## config.mk

```make
export PLATFORM = sky130hd
export DESIGN_NAME = biphase_frame_decoder
export DESIGN_NICKNAME = d
export VERILOG_FILES = /design/src/bfd_pkg.sv /design/src/biphase_frame_decoder.sv /design/src/bfd_half_step.sv
export SDC_FILE = /design/constraint.sdc
export NUM_CORES = 1
export LEC_CHECK = 0
export ABC_AREA = 1
export BUFFER_PORTS_ARGS = -buffer_cell sky130_fd_sc_hd__buf_2
export CORE_ASPECT_RATIO = 1.25
export CORE_UTILIZATION = 55
export CTS_CLUSTER_DIAMETER = 50
export CTS_CLUSTER_SIZE = 16
export DETAILED_ROUTE_END_ITERATION = 16
export PLACE_DENSITY = 0.75
export RECOVER_POWER = 100
export SETUP_SLACK_MARGIN = 0.05
export SLEW_MARGIN = 25
export SYNTH_ARGS = -nofsm -noshare
export SYNTH_HDL_FRONTEND = slang
export SYNTH_SLANG_ARGS = --single-unit
```

## constraint.sdc

```tcl
create_clock -name clk -period 3.8 [get_ports clk]
set_clock_uncertainty 0.1 [all_clocks]
set_input_delay 0.38 -clock clk [delete_from_list [all_inputs] [get_ports clk]]
set_output_delay 0.38 -clock clk [all_outputs]
set_load 0.01 [all_outputs]
```

## src/bfd_pkg.sv

```systemverilog
// ----------------------------------------------------------------------------
// bfd_pkg: shared types and constants of the biphase frame decoder
// Register indexes, window settings, beat payloads and the decoder state.
// ----------------------------------------------------------------------------
package bfd_pkg;

  // stored frame length, 8 to 64
  localparam int FRAME_WIDTH  = 32;
  localparam int RESULT_WIDTH = 32;
  // frame widened to at least the result width, so low bits can be picked
  localparam int WIDE_WIDTH   = (FRAME_WIDTH > RESULT_WIDTH) ? FRAME_WIDTH : RESULT_WIDTH;

  localparam int DUR_W       = 16;
  localparam int INDEX_W     = 8;
  localparam int COUNT_W     = INDEX_W - 1;
  localparam int CFG_INDEX_W = 3;

  localparam logic [DUR_W-1:0] MERGED_FILL_US = DUR_W'(417);
  localparam logic [COUNT_W-1:0] RESPONSE_BITS = COUNT_W'(8);

  typedef enum logic [CFG_INDEX_W-1:0] {
    REG_SHORT_LOW    = 3'd0,
    REG_SHORT_HIGH   = 3'd1,
    REG_LONG_LOW     = 3'd2,
    REG_LONG_HIGH    = 3'd3,
    REG_MERGED_LIMIT = 3'd4
  } cfg_reg_t;

  typedef struct packed {
    logic [DUR_W-1:0] short_low;
    logic [DUR_W-1:0] short_high;
    logic [DUR_W-1:0] long_low;
    logic [DUR_W-1:0] long_high;
    logic [DUR_W-1:0] merged_start_limit;
  } cfg_t;

  localparam cfg_t CFG_RESET = '{
    short_low:          DUR_W'(333),
    short_high:         DUR_W'(500),
    long_low:           DUR_W'(667),
    long_high:          DUR_W'(1000),
    merged_start_limit: DUR_W'(650)
  };

  typedef struct packed {
    logic [DUR_W-1:0] duration;
    logic             level;
    logic             first;
    logic             last;
  } item_t;

  typedef struct packed {
    logic [RESULT_WIDTH-1:0] frame_bits;
    logic [COUNT_W-1:0]      bit_count;
    logic [7:0]              response_byte;
    logic                    response_valid;
  } result_t;

  typedef struct packed {
    logic [FRAME_WIDTH-1:0] frame;
    logic [INDEX_W-1:0]     half_index;
    logic                   previous_level;
  } dec_state_t;

  localparam dec_state_t DEC_CLEAR = '{
    frame:          '0,
    half_index:     '0,
    previous_level: 1'b1
  };

endpackage

```

## src/biphase_frame_decoder.sv

```systemverilog
// ----------------------------------------------------------------------------
// biphase_frame_decoder: biphase receive decoder over measured half periods
// Decodes one captured frame from a run of half-period beats, one result
// beat per capture on its last half.
// ----------------------------------------------------------------------------
//  channel   direction  handshake                 payload
//  cfg       in         cfg_valid / cfg_ready     cfg_index, cfg_data
//  item      in         item_valid / item_ready   item (duration, level, first, last)
//  result    out        result_valid / result_ready  result (frame, count, response)
//
//  one item beat per cycle while the input is not stalled; a half is held in the
//  input register, and the decoder state and result register update as it leaves
//  a result is offered once its last half has left the input register
//  reset (rst, synchronous) restores window defaults and clears the decoder
//  a stalled result only holds back a following last half; other halves flow
//  cfg_ready is always high; writes to indexes beyond the list are dropped
// ----------------------------------------------------------------------------
module biphase_frame_decoder (
  input  logic                              clk,
  input  logic                              rst,
  input  logic                              cfg_valid,
  output logic                              cfg_ready,
  input  logic [bfd_pkg::CFG_INDEX_W-1:0]   cfg_index,
  input  logic [bfd_pkg::DUR_W-1:0]         cfg_data,
  input  logic                              item_valid,
  output logic                              item_ready,
  input  bfd_pkg::item_t                    item,
  output logic                              result_valid,
  input  logic                              result_ready,
  output bfd_pkg::result_t                  result
);
  import bfd_pkg::*;

  // window settings
  cfg_t cfg;

  // input register
  logic  in_valid_q;
  item_t in_q;

  // decoder state
  dec_state_t st;
  logic       stopped;
  logic       just_after_first;

  // next-state terms
  dec_state_t st_next;
  dec_state_t half_next;
  dec_state_t merged_next;
  logic       stopped_next;
  logic       just_after_first_next;
  logic       half_stop;
  logic       merged_stop;
  logic       adv;
  logic [WIDE_WIDTH-1:0] frame_wide;
  logic [COUNT_W-1:0]    count_next;

  // ---------------- configuration ----------------
  assign cfg_ready = 1'b1;

  always_ff @(posedge clk) begin
    if (rst) begin
      cfg <= CFG_RESET;
    end else if (cfg_valid) begin
      case (cfg_reg_t'(cfg_index))
        REG_SHORT_LOW:    cfg.short_low          <= cfg_data;
        REG_SHORT_HIGH:   cfg.short_high         <= cfg_data;
        REG_LONG_LOW:     cfg.long_low           <= cfg_data;
        REG_LONG_HIGH:    cfg.long_high          <= cfg_data;
        REG_MERGED_LIMIT: cfg.merged_start_limit <= cfg_data;
        default: ;
      endcase
    end
  end

  // ---------------- input stage ----------------
  // the held half moves on unless it is a last half and the result is stuck
  assign adv        = in_valid_q && (!in_q.last || !result_valid || result_ready);
  assign item_ready = !in_valid_q || adv;

  always_ff @(posedge clk) begin
    if (rst) begin
      in_valid_q <= 1'b0;
    end else if (item_ready) begin
      in_valid_q <= item_valid;
    end
  end

  always_ff @(posedge clk) begin
    if (item_ready && item_valid) begin
      in_q <= item;
    end
  end

  // ---------------- decode ----------------
  // ordinary half applied to the running state
  bfd_half_step u_half (
    .cfg      (cfg),
    .cur      (st),
    .duration (in_q.duration),
    .level    (in_q.level),
    .nxt      (half_next),
    .is_stop  (half_stop)
  );

  // injected level-high half for a start bit merged with the first data bit
  bfd_half_step u_merged (
    .cfg      (cfg),
    .cur      (DEC_CLEAR),
    .duration (MERGED_FILL_US),
    .level    (1'b1),
    .nxt      (merged_next),
    .is_stop  (merged_stop)
  );

  always_comb begin
    st_next               = st;
    stopped_next          = stopped;
    just_after_first_next = 1'b0;
    if (in_q.first) begin
      // first half clears everything, only its length matters
      st_next               = (in_q.duration > cfg.merged_start_limit) ? merged_next
                                                                        : DEC_CLEAR;
      stopped_next          = 1'b0;
      just_after_first_next = 1'b1;
    end else if (!stopped) begin
      st_next = half_next;
      // a stop straight after the first half does not freeze
      if (half_stop && !just_after_first) begin
        stopped_next = 1'b1;
      end
    end
  end

  always_ff @(posedge clk) begin
    if (rst) begin
      st               <= DEC_CLEAR;
      stopped          <= 1'b0;
      just_after_first <= 1'b0;
    end else if (adv) begin
      st               <= st_next;
      stopped          <= stopped_next;
      just_after_first <= just_after_first_next;
    end
  end

  // ---------------- result register ----------------
  assign frame_wide = WIDE_WIDTH'(st_next.frame);
  assign count_next = st_next.half_index[INDEX_W-1:1];

  always_ff @(posedge clk) begin
    if (rst) begin
      result_valid <= 1'b0;
    end else if (adv && in_q.last) begin
      result_valid <= 1'b1;
    end else if (result_ready) begin
      result_valid <= 1'b0;
    end
  end

  always_ff @(posedge clk) begin
    if (adv && in_q.last) begin
      result.frame_bits     <= frame_wide[RESULT_WIDTH-1:0];
      result.bit_count      <= count_next;
      result.response_byte  <= frame_wide[7:0];
      result.response_valid <= (count_next == RESPONSE_BITS);
    end
  end

  // ---------------- checks ----------------
  // back-pressure only ever comes from a last half behind a stuck result
  a_ready_cause: assert property (@(posedge clk) disable iff (rst)
    !item_ready |-> (in_valid_q && in_q.last && result_valid && !result_ready))
    else $error("input stalled without a pending result");

  // a first half always releases a frozen decoder
  a_first_unfreezes: assert property (@(posedge clk) disable iff (rst)
    (adv && in_q.first) |=> (!stopped && just_after_first))
    else $error("decoder still frozen after first half");

  // after a first half at most the injected half has been decoded
  a_first_clears: assert property (@(posedge clk) disable iff (rst)
    (adv && in_q.first) |=> (st.frame == '0 && st.half_index <= INDEX_W'(2)))
    else $error("first half left stale frame state");

  // a new result only follows a last half leaving the input register
  a_result_source: assert property (@(posedge clk) disable iff (rst)
    $rose(result_valid) |-> $past(adv && in_q.last))
    else $error("result raised without a last half");

  // the injected half has a nonzero length and is never taken as a stop
  a_merged_not_stop: assert property (@(posedge clk) disable iff (rst)
    !merged_stop)
    else $error("injected half seen as a stop");

endmodule

```

## src/bfd_half_step.sv

```systemverilog
// ----------------------------------------------------------------------------
// bfd_half_step: one half period applied to the decoder state
// Window classification, half-bit index advance and edge-to-bit shifting.
// ----------------------------------------------------------------------------
module bfd_half_step (
  input  bfd_pkg::cfg_t                    cfg,
  input  bfd_pkg::dec_state_t              cur,
  input  logic [bfd_pkg::DUR_W-1:0]        duration,
  input  logic                             level,
  output bfd_pkg::dec_state_t              nxt,
  output logic                             is_stop
);
  import bfd_pkg::*;

  logic               in_short;
  logic               in_long;
  logic [INDEX_W-1:0] idx_one;
  logic               push_edge;
  logic               push_stop;

  assign is_stop  = (duration == '0);
  assign in_short = (duration > cfg.short_low) && (duration < cfg.short_high);
  assign in_long  = (duration > cfg.long_low) && (duration < cfg.long_high);

  assign idx_one   = cur.half_index + INDEX_W'(1);
  // edge on an even index marks a bit centre
  assign push_edge = !idx_one[0] && (level != cur.previous_level);
  // stop after a low half on an odd index closes a trailing one
  assign push_stop = !cur.previous_level && cur.half_index[0];

  always_comb begin
    nxt = cur;
    if (is_stop) begin
      if (push_stop) begin
        nxt.half_index = idx_one;
        nxt.frame      = {cur.frame[FRAME_WIDTH-2:0], 1'b1};
      end
    end else if (in_short || in_long) begin
      nxt.half_index     = in_short ? idx_one : (idx_one + INDEX_W'(1));
      nxt.previous_level = level;
      if (push_edge) begin
        nxt.frame = {cur.frame[FRAME_WIDTH-2:0], level};
      end
    end
  end

endmodule

```

==> results of run 1 <==
## area by class of cell
type	instances	area (sq um)	area share
sequential	184	4274	0.3550
timing repair buffer	114	575.6	0.04781
tap	265	331.6	0.02754
clock buffer	22	506.7	0.04209
inverter	219	822.0	0.06828
clock inverter	10	126.4	0.01050
multi-input combinational	944	5403	0.4488
## how the worst max path moves through the flow
stage,from,endpoint
3_5_place_dp,in_q[13],result[42]
2_1_floorplan,in_q[18],result[16]
3_3_place_gp,in_q[13],result[45]
6_report,rst,cfg[12]
5_1_grt,in_q[13],result[0]
4_1_cts,in_q[11],result[42]
## where the power goes
group	internal, mW	leakage (nW)	total, mW	switching, mW
Sequential	2.12	1.58	2.20	0.0765
Clock	1.10	0.315	1.91	0.812
Combinational	0.235	3.39	0.666	0.431
Total	3.45	5.28	4.77	1.32
## through the flow
step | setup slack [ps] | instance area [sq um]
final | 512.3 | 12040
after CTS | 668.6 | 12220
after floorplan | 1419 | 10990
after global routing | 242.7 | 12040
after global placement | 773.1 | 11550
after detailed placement | 711.3 | 11550
## routing by layer
metal | part of all wire | GRT usage | wire length, microns | vias up
met1 | 0.41 | 0.3294 | 11520 | 4480
met5 | 0 | 0 | 0 | -
met2 | 0.50 | 0.4934 | 14120 | 332
met3 | 0.049 | 0.03920 | 1385 | 77
met4 | 0.035 | 0.1299 | 986 | 0
li1 | - | - | - | 4861
## registers in the layout, indices dropped and copies added (netlist names)
register	cells
cfg	80
in_q	19
in_valid_q	1
just_after_first	1
result	40
result_valid	1
st	41
stopped	1
## layout by cell type, fill, tap and decap left out, types with 7 or more instances in the layout
cell | netlist | final
clkbuf_1 | 46 | 56
o211ai_1 | 24 | 24
o21ai_0 | 142 | 175
inv_1 | 203 | 203
nand2_1 | 229 | 229
buf_4 | 11 | 10
inv_2 | 13 | 12
buf_2 | 9 | 39
a21oi_2 | 59 | 37
or2_2 | 30 | 30
dfxtp_1 | 125 | 125
ha_1 | 81 | 81
nor3_1 | 7 | 7
nor2_1 | 54 | 55
clkbuf_16 | 0 | 19
nor4_1 | 7 | 7
a21oi_1 | 146 | 168
dlygate4sd3_1 | 0 | 7
nand3_1 | 61 | 63
nand4_1 | 24 | 24
edfxtp_1 | 59 | 59
## kinds of logic (layout without fill, tap and decap cells)
family                     Yosys count  in the layout
AOI/OAI and AO/OA                  424            424
and+or+nand+nor                    435            435
other                                1              1
DFF                                184            184
adders and majority gates           81             81
xor gates and xnor gates             3              3
buffers and inverters              296            365
## timing repair
| action | in CTS | in global routing |
|---|---|---|
| hold buffers | 4 | 3 |
| buffers inserted | 0 | 0 |
| hold endpoints to repair | 4 | 3 |
| gates resized for setup | 0 | 0 |
==> run summary, run 1 <==
GR Overflow Total = 0
Cells taking the most area after synthesis = dfxtp_1 (23%), edfxtp_1 (16%), ha_1 (9.2%)
Status = complete, but fails checks
Mux cell area share after synthesis = 0
Flop-to-flop setup slack = 540 ps
Synth Area in Adders = 0.09226
Worst Hold Class = in2reg
Actual transition at the worst max-transition pin = 1635 ps
Synth Area in Compound Gates = 0.2227
Final hold violation count = 0
Largest net degree at the start of global routing = 79
Max-slew violations = 42
CTS Buf Count = 17
Initial antenna violation count = 0
Syn-to-layout area delta = 9.590%
Crit-path max cell delay = 990 ps
Leakage power = 5.284 nW
N_diodes = 0
Unrepaired setup endpoints after global routing = false
Non-filler cells, final = 1758
Synth unique cells = 49
Yosys Warn Count = 0
Drt first-iter violations = 727
Peak VDD IR = 338.6 uV
# setup viols final = 0
Critical path arrival = 3490 ps
Post-DR vias/cell = 5.546
Failing checks = capacitance limit, slew limit
Fillers = 1763
Worst r2r src = in_q[5]
Async set-reset flop share out of synthesis = 0
WP depth = 5
Register bit count reported by yosys = 184
Reg2reg end = result[0]
Net count reported at finish = 1604
Cell count after placement = 1719
TritonCTS clock tree = built
Clock buffer depth = 2
Total GRT Usage = 0.2790
Critical path class = in2reg
DR pass1 iterations = 5
Total core area = 19470 sq um
RePlAce Congestion = 0.9043
First-pass GRT wire length = 44820 microns
Top Family by Delay on Critical Path = buffers and inverters
Crit path cell chain = clkbuf_1 > inv_1 > clkbuf_2 > o21ai_0 > a21oi_1
Worst Hold Margin = 12.81 ps
Hold path startpoint = item[13]
Clock slew at reported path FFs = 70 ps
F_max = 304.2 MHz
HPWL after detailed placement = 19100 microns
Die width = 128.4 microns
Slowest cell on the critical path = clkbuf_2
H-tree Lvls = 4
Seq/Total Area, Yosys = 0.3891
Total power = 4.771 mW
# rows = 57
Worst hold endpoint = in_q[13]
# IOs = 94
Main combinational cell family by area after synthesis = compound AO/OA/AOI/OAI gates
Syn Area/Cell = 7.715 sq um
Net Count, Synth = 1548
Number of port buffers = 92
WL final = 28010 microns
Hold path cells = 1
CP endpoint kind = flip-flop
Setup TNS = 0 ps
Most used DFF post-synth = dfxtp_1
Remaining DRCs = 0
Post-synth top area cell = dfxtp_1
Vias = 9750
Startpoint types = primary input
EDFF count, synth = 59
Initial Util = 0.5642
Period utilization = 0.8652
CTS sink cnt = 184
Cell chosen for the clock root = clkbuf_16
Routed Antenna Nets = 0
Synthesized netlist cell count = 1424
Post-layout util = 0.6183
CP bufs+invs = 3
Post-Syn Area = 10990 sq um
Most frequent cell after synthesis = nand2_1
CP max FO = 78
Post-Synth Simple-Gate Area = 0.1836
Clk_lat worst skew = 440 ps
Top cell type's share of synthesized area = 0.2278
Final min period = 3288 ps
Top cells by count, synth = nand2_1 (229), inv_1 (203), a21oi_1 (146), o21ai_0 (142), dfxtp_1 (125)
Die footprint = 20550 sq um
Pwr Density = 396.3 nW/um^2
Wire per inst = 15.94 microns
Relative slew margins = -0.08979
Post-synthesis xor/xnor area fraction = 0.002392
Vias in the first global route = 9039
MaxCap Viol Count = 1
Critical Path RT = 4000 ps
Layout cell share with drive strength beyond 1 = 0.1186
R2R depth = 9
Die Height = 160.0 microns
Power figures use the tool's default switching activity.
==> inputs of run 2 (changes only) <==
Settings changed: PLACE_DENSITY 0.75 to 0.78, SLEW_MARGIN 25 to 10.
Clock period 3.8 ns to 2.7 ns, I/O delays scaled along.
==> run 2 against run 1 <==
The flow finishes with violations (capacitance limit, slew limit, setup timing); die area is the same; global-route usage is essentially flat; clock power grew 31%.
==> run summary, run 2 (synthesis gave the netlist of run 1 again) <==
Clock slew at reported path FFs = 70 ps
DR pass1 iterations = 8
H-tree Lvls = 4
Register area = 4274 sq um
First-pass GRT wire length = 45240 microns
Sw frac = 0.2954
Net count reported at finish = 1663
Drt first-iter violations = 836
Critical path arrival = 2840 ps
CTS Buf Count = 17
Relative slew margins = -0.02700
Number of port buffers = 92
Worst Hold Margin = 14.14 ps
Die Height = 160.0 microns
Syn-to-layout area delta = 19.26%
Clk pwr share = 0.370
Vias = 10186
Final hold violation count = 0
Placed Instance Area = 11790 sq um
Remaining DRCs = 0
Total power = 6.754 mW
Die width = 128.4 microns
Comb power frac = 0.175
Final Cell Area = 13100 sq um
Final min period = 2751 ps
N_diodes = 0
NetSw = 1.995 mW
Leakage power = 5.648 nW
# IOs = 94
Status = complete, but fails checks
Period utilization = 1.019
Vias in the first global route = 9218
Multi-input logic area = 5922 sq um
Sequential share of power = 0.455
F_max = 363.5 MHz
CTS sink cnt = 184
Most frequent cells in the layout = inv_1 (194), nand2_1 (192), o21ai_0 (142), a21oi_1 (137), dfxtp_1 (125)
Post-layout util = 0.6729
Failing checks = capacitance limit, slew limit, setup timing
WL final = 29550 microns
CP endpoint kind = flip-flop
Max-slew violations = 60
Startpoint types = flip-flop
Int Power = 4.759 mW
Total GRT Usage = 0.2790
Worst Hold Class = in2reg
Peak VDD IR = 498.4 uV
Regs by FF count = cfg: 80 flops, st: 41 flops, result: 40 flops
Die footprint = 20550 sq um
Largest net degree at the start of global routing = 76
Biggest register = cfg
Wire per inst = 16.26 microns
Clock buffer depth = 2
Initial antenna violation count = 0
Unrepaired setup endpoints after global routing = true
Pwr Density = 515.5 nW/um^2
Actual transition at the worst max-transition pin = 1540 ps
Max reg flops = 80
Most common cell after layout, fill and taps aside = inv_1
# setup viols final = 2
HPWL after detailed placement = 19540 microns
Worst setup margin = -51.05 ps
Fillers = 1639
Critical Path RT = 2790 ps
Flop-to-flop setup slack = -50 ps
Total core area = 19470 sq um
Post-DR vias/cell = 5.606
TritonCTS clock tree = built
Clk_lat worst skew = 440 ps
Initial Util = 0.5642
# rows = 57
Routed Antenna Nets = 0
MaxCap Viol Count = 2
Layout cell share with drive strength beyond 1 = 0.2204
GR Overflow Total = 0
RePlAce Congestion = 0.9426
Critical path class = reg2reg
Cell chosen for the clock root = clkbuf_16
CP max FO = 7
-- run 2: final timing paths --
kind / from / endpoint / depth (start not counted)
setup / recovery: in_q[8] / result[0] / 17
hold / removal: item_valid / in_valid_q / 3
setup reg to reg: in_q[8] / result[0] / 17
hold reg to reg: just_after_first / stopped / 1
-- run 2: timing repair --
item / in CTS / in global routing
hold buffers: 19 / 0
gates resized for setup: 10 / 95
pin swaps: 23 / 37
setup buffers: 7 / 19
hold endpoints to repair: 19 / 0
endpoints found under the setup margin: 64 / 79
gates cloned: 0 / 1
-- run 2: cell type report --
cell class	instances	area share
Inverter	219	0.06274
Sequential cell	184	0.3262
Timing Repair Buffer	173	0.08891
Multi-Input combinational cell	944	0.4520
Tap cell	265	0.02531
Clock inverter	15	0.01232
Clock buffer	17	0.03247
-- run 2: per-layer routing --
metal | share of wire | track usage | up-vias
met5 | 0 | 0 | -
met4 | 0.035 | 0.1107 | 0
met3 | 0.054 | 0.04623 | 82
met2 | 0.51 | 0.5032 | 370
met1 | 0.40 | 0.3243 | 4747
li1 | - | - | 4987
-- run 2: metrics by stage --
stage	TNS, ps	cells	setup slack [ps]
final	-63.12	1817	-51.05
after global routing	-3189	1817	-167.5
after detailed placement	-1838	1739	-94.19
after CTS	-0.4929	1797	-0.4929
after floorplan	0	1424	318.9
after global placement	-1232	1739	-77.41
-- run 2: power by group through the flow --
stage	Sequential (mW)	Clock [mW]	Combinational, mW
6_report	3.07	2.50	1.18
5_1_grt	3.08	2.62	1.31
4_1_cts	3.08	2.52	1.05
3_5_place_dp	3.14	0	1.00
3_3_place_gp	3.14	0	0.972
2_1_floorplan	3.12	0	0.708
-- run 2: worst max-delay path, cell delays in order (launching register included) --
cell	delay (ps)
edfxtp_1	500
ha_1	340
a21oi_1	150
nor2_1	60
nor2_1	160
nand2_4	90
nand2_2	60
nand2_2	60
nand3_4	110
nand2_4	90
buf_12	150
buf_8	130
nand2_2	60
nor2_1	40
o21ai_1	180
nand2_2	120
nand3_2	70
nor2_1	40
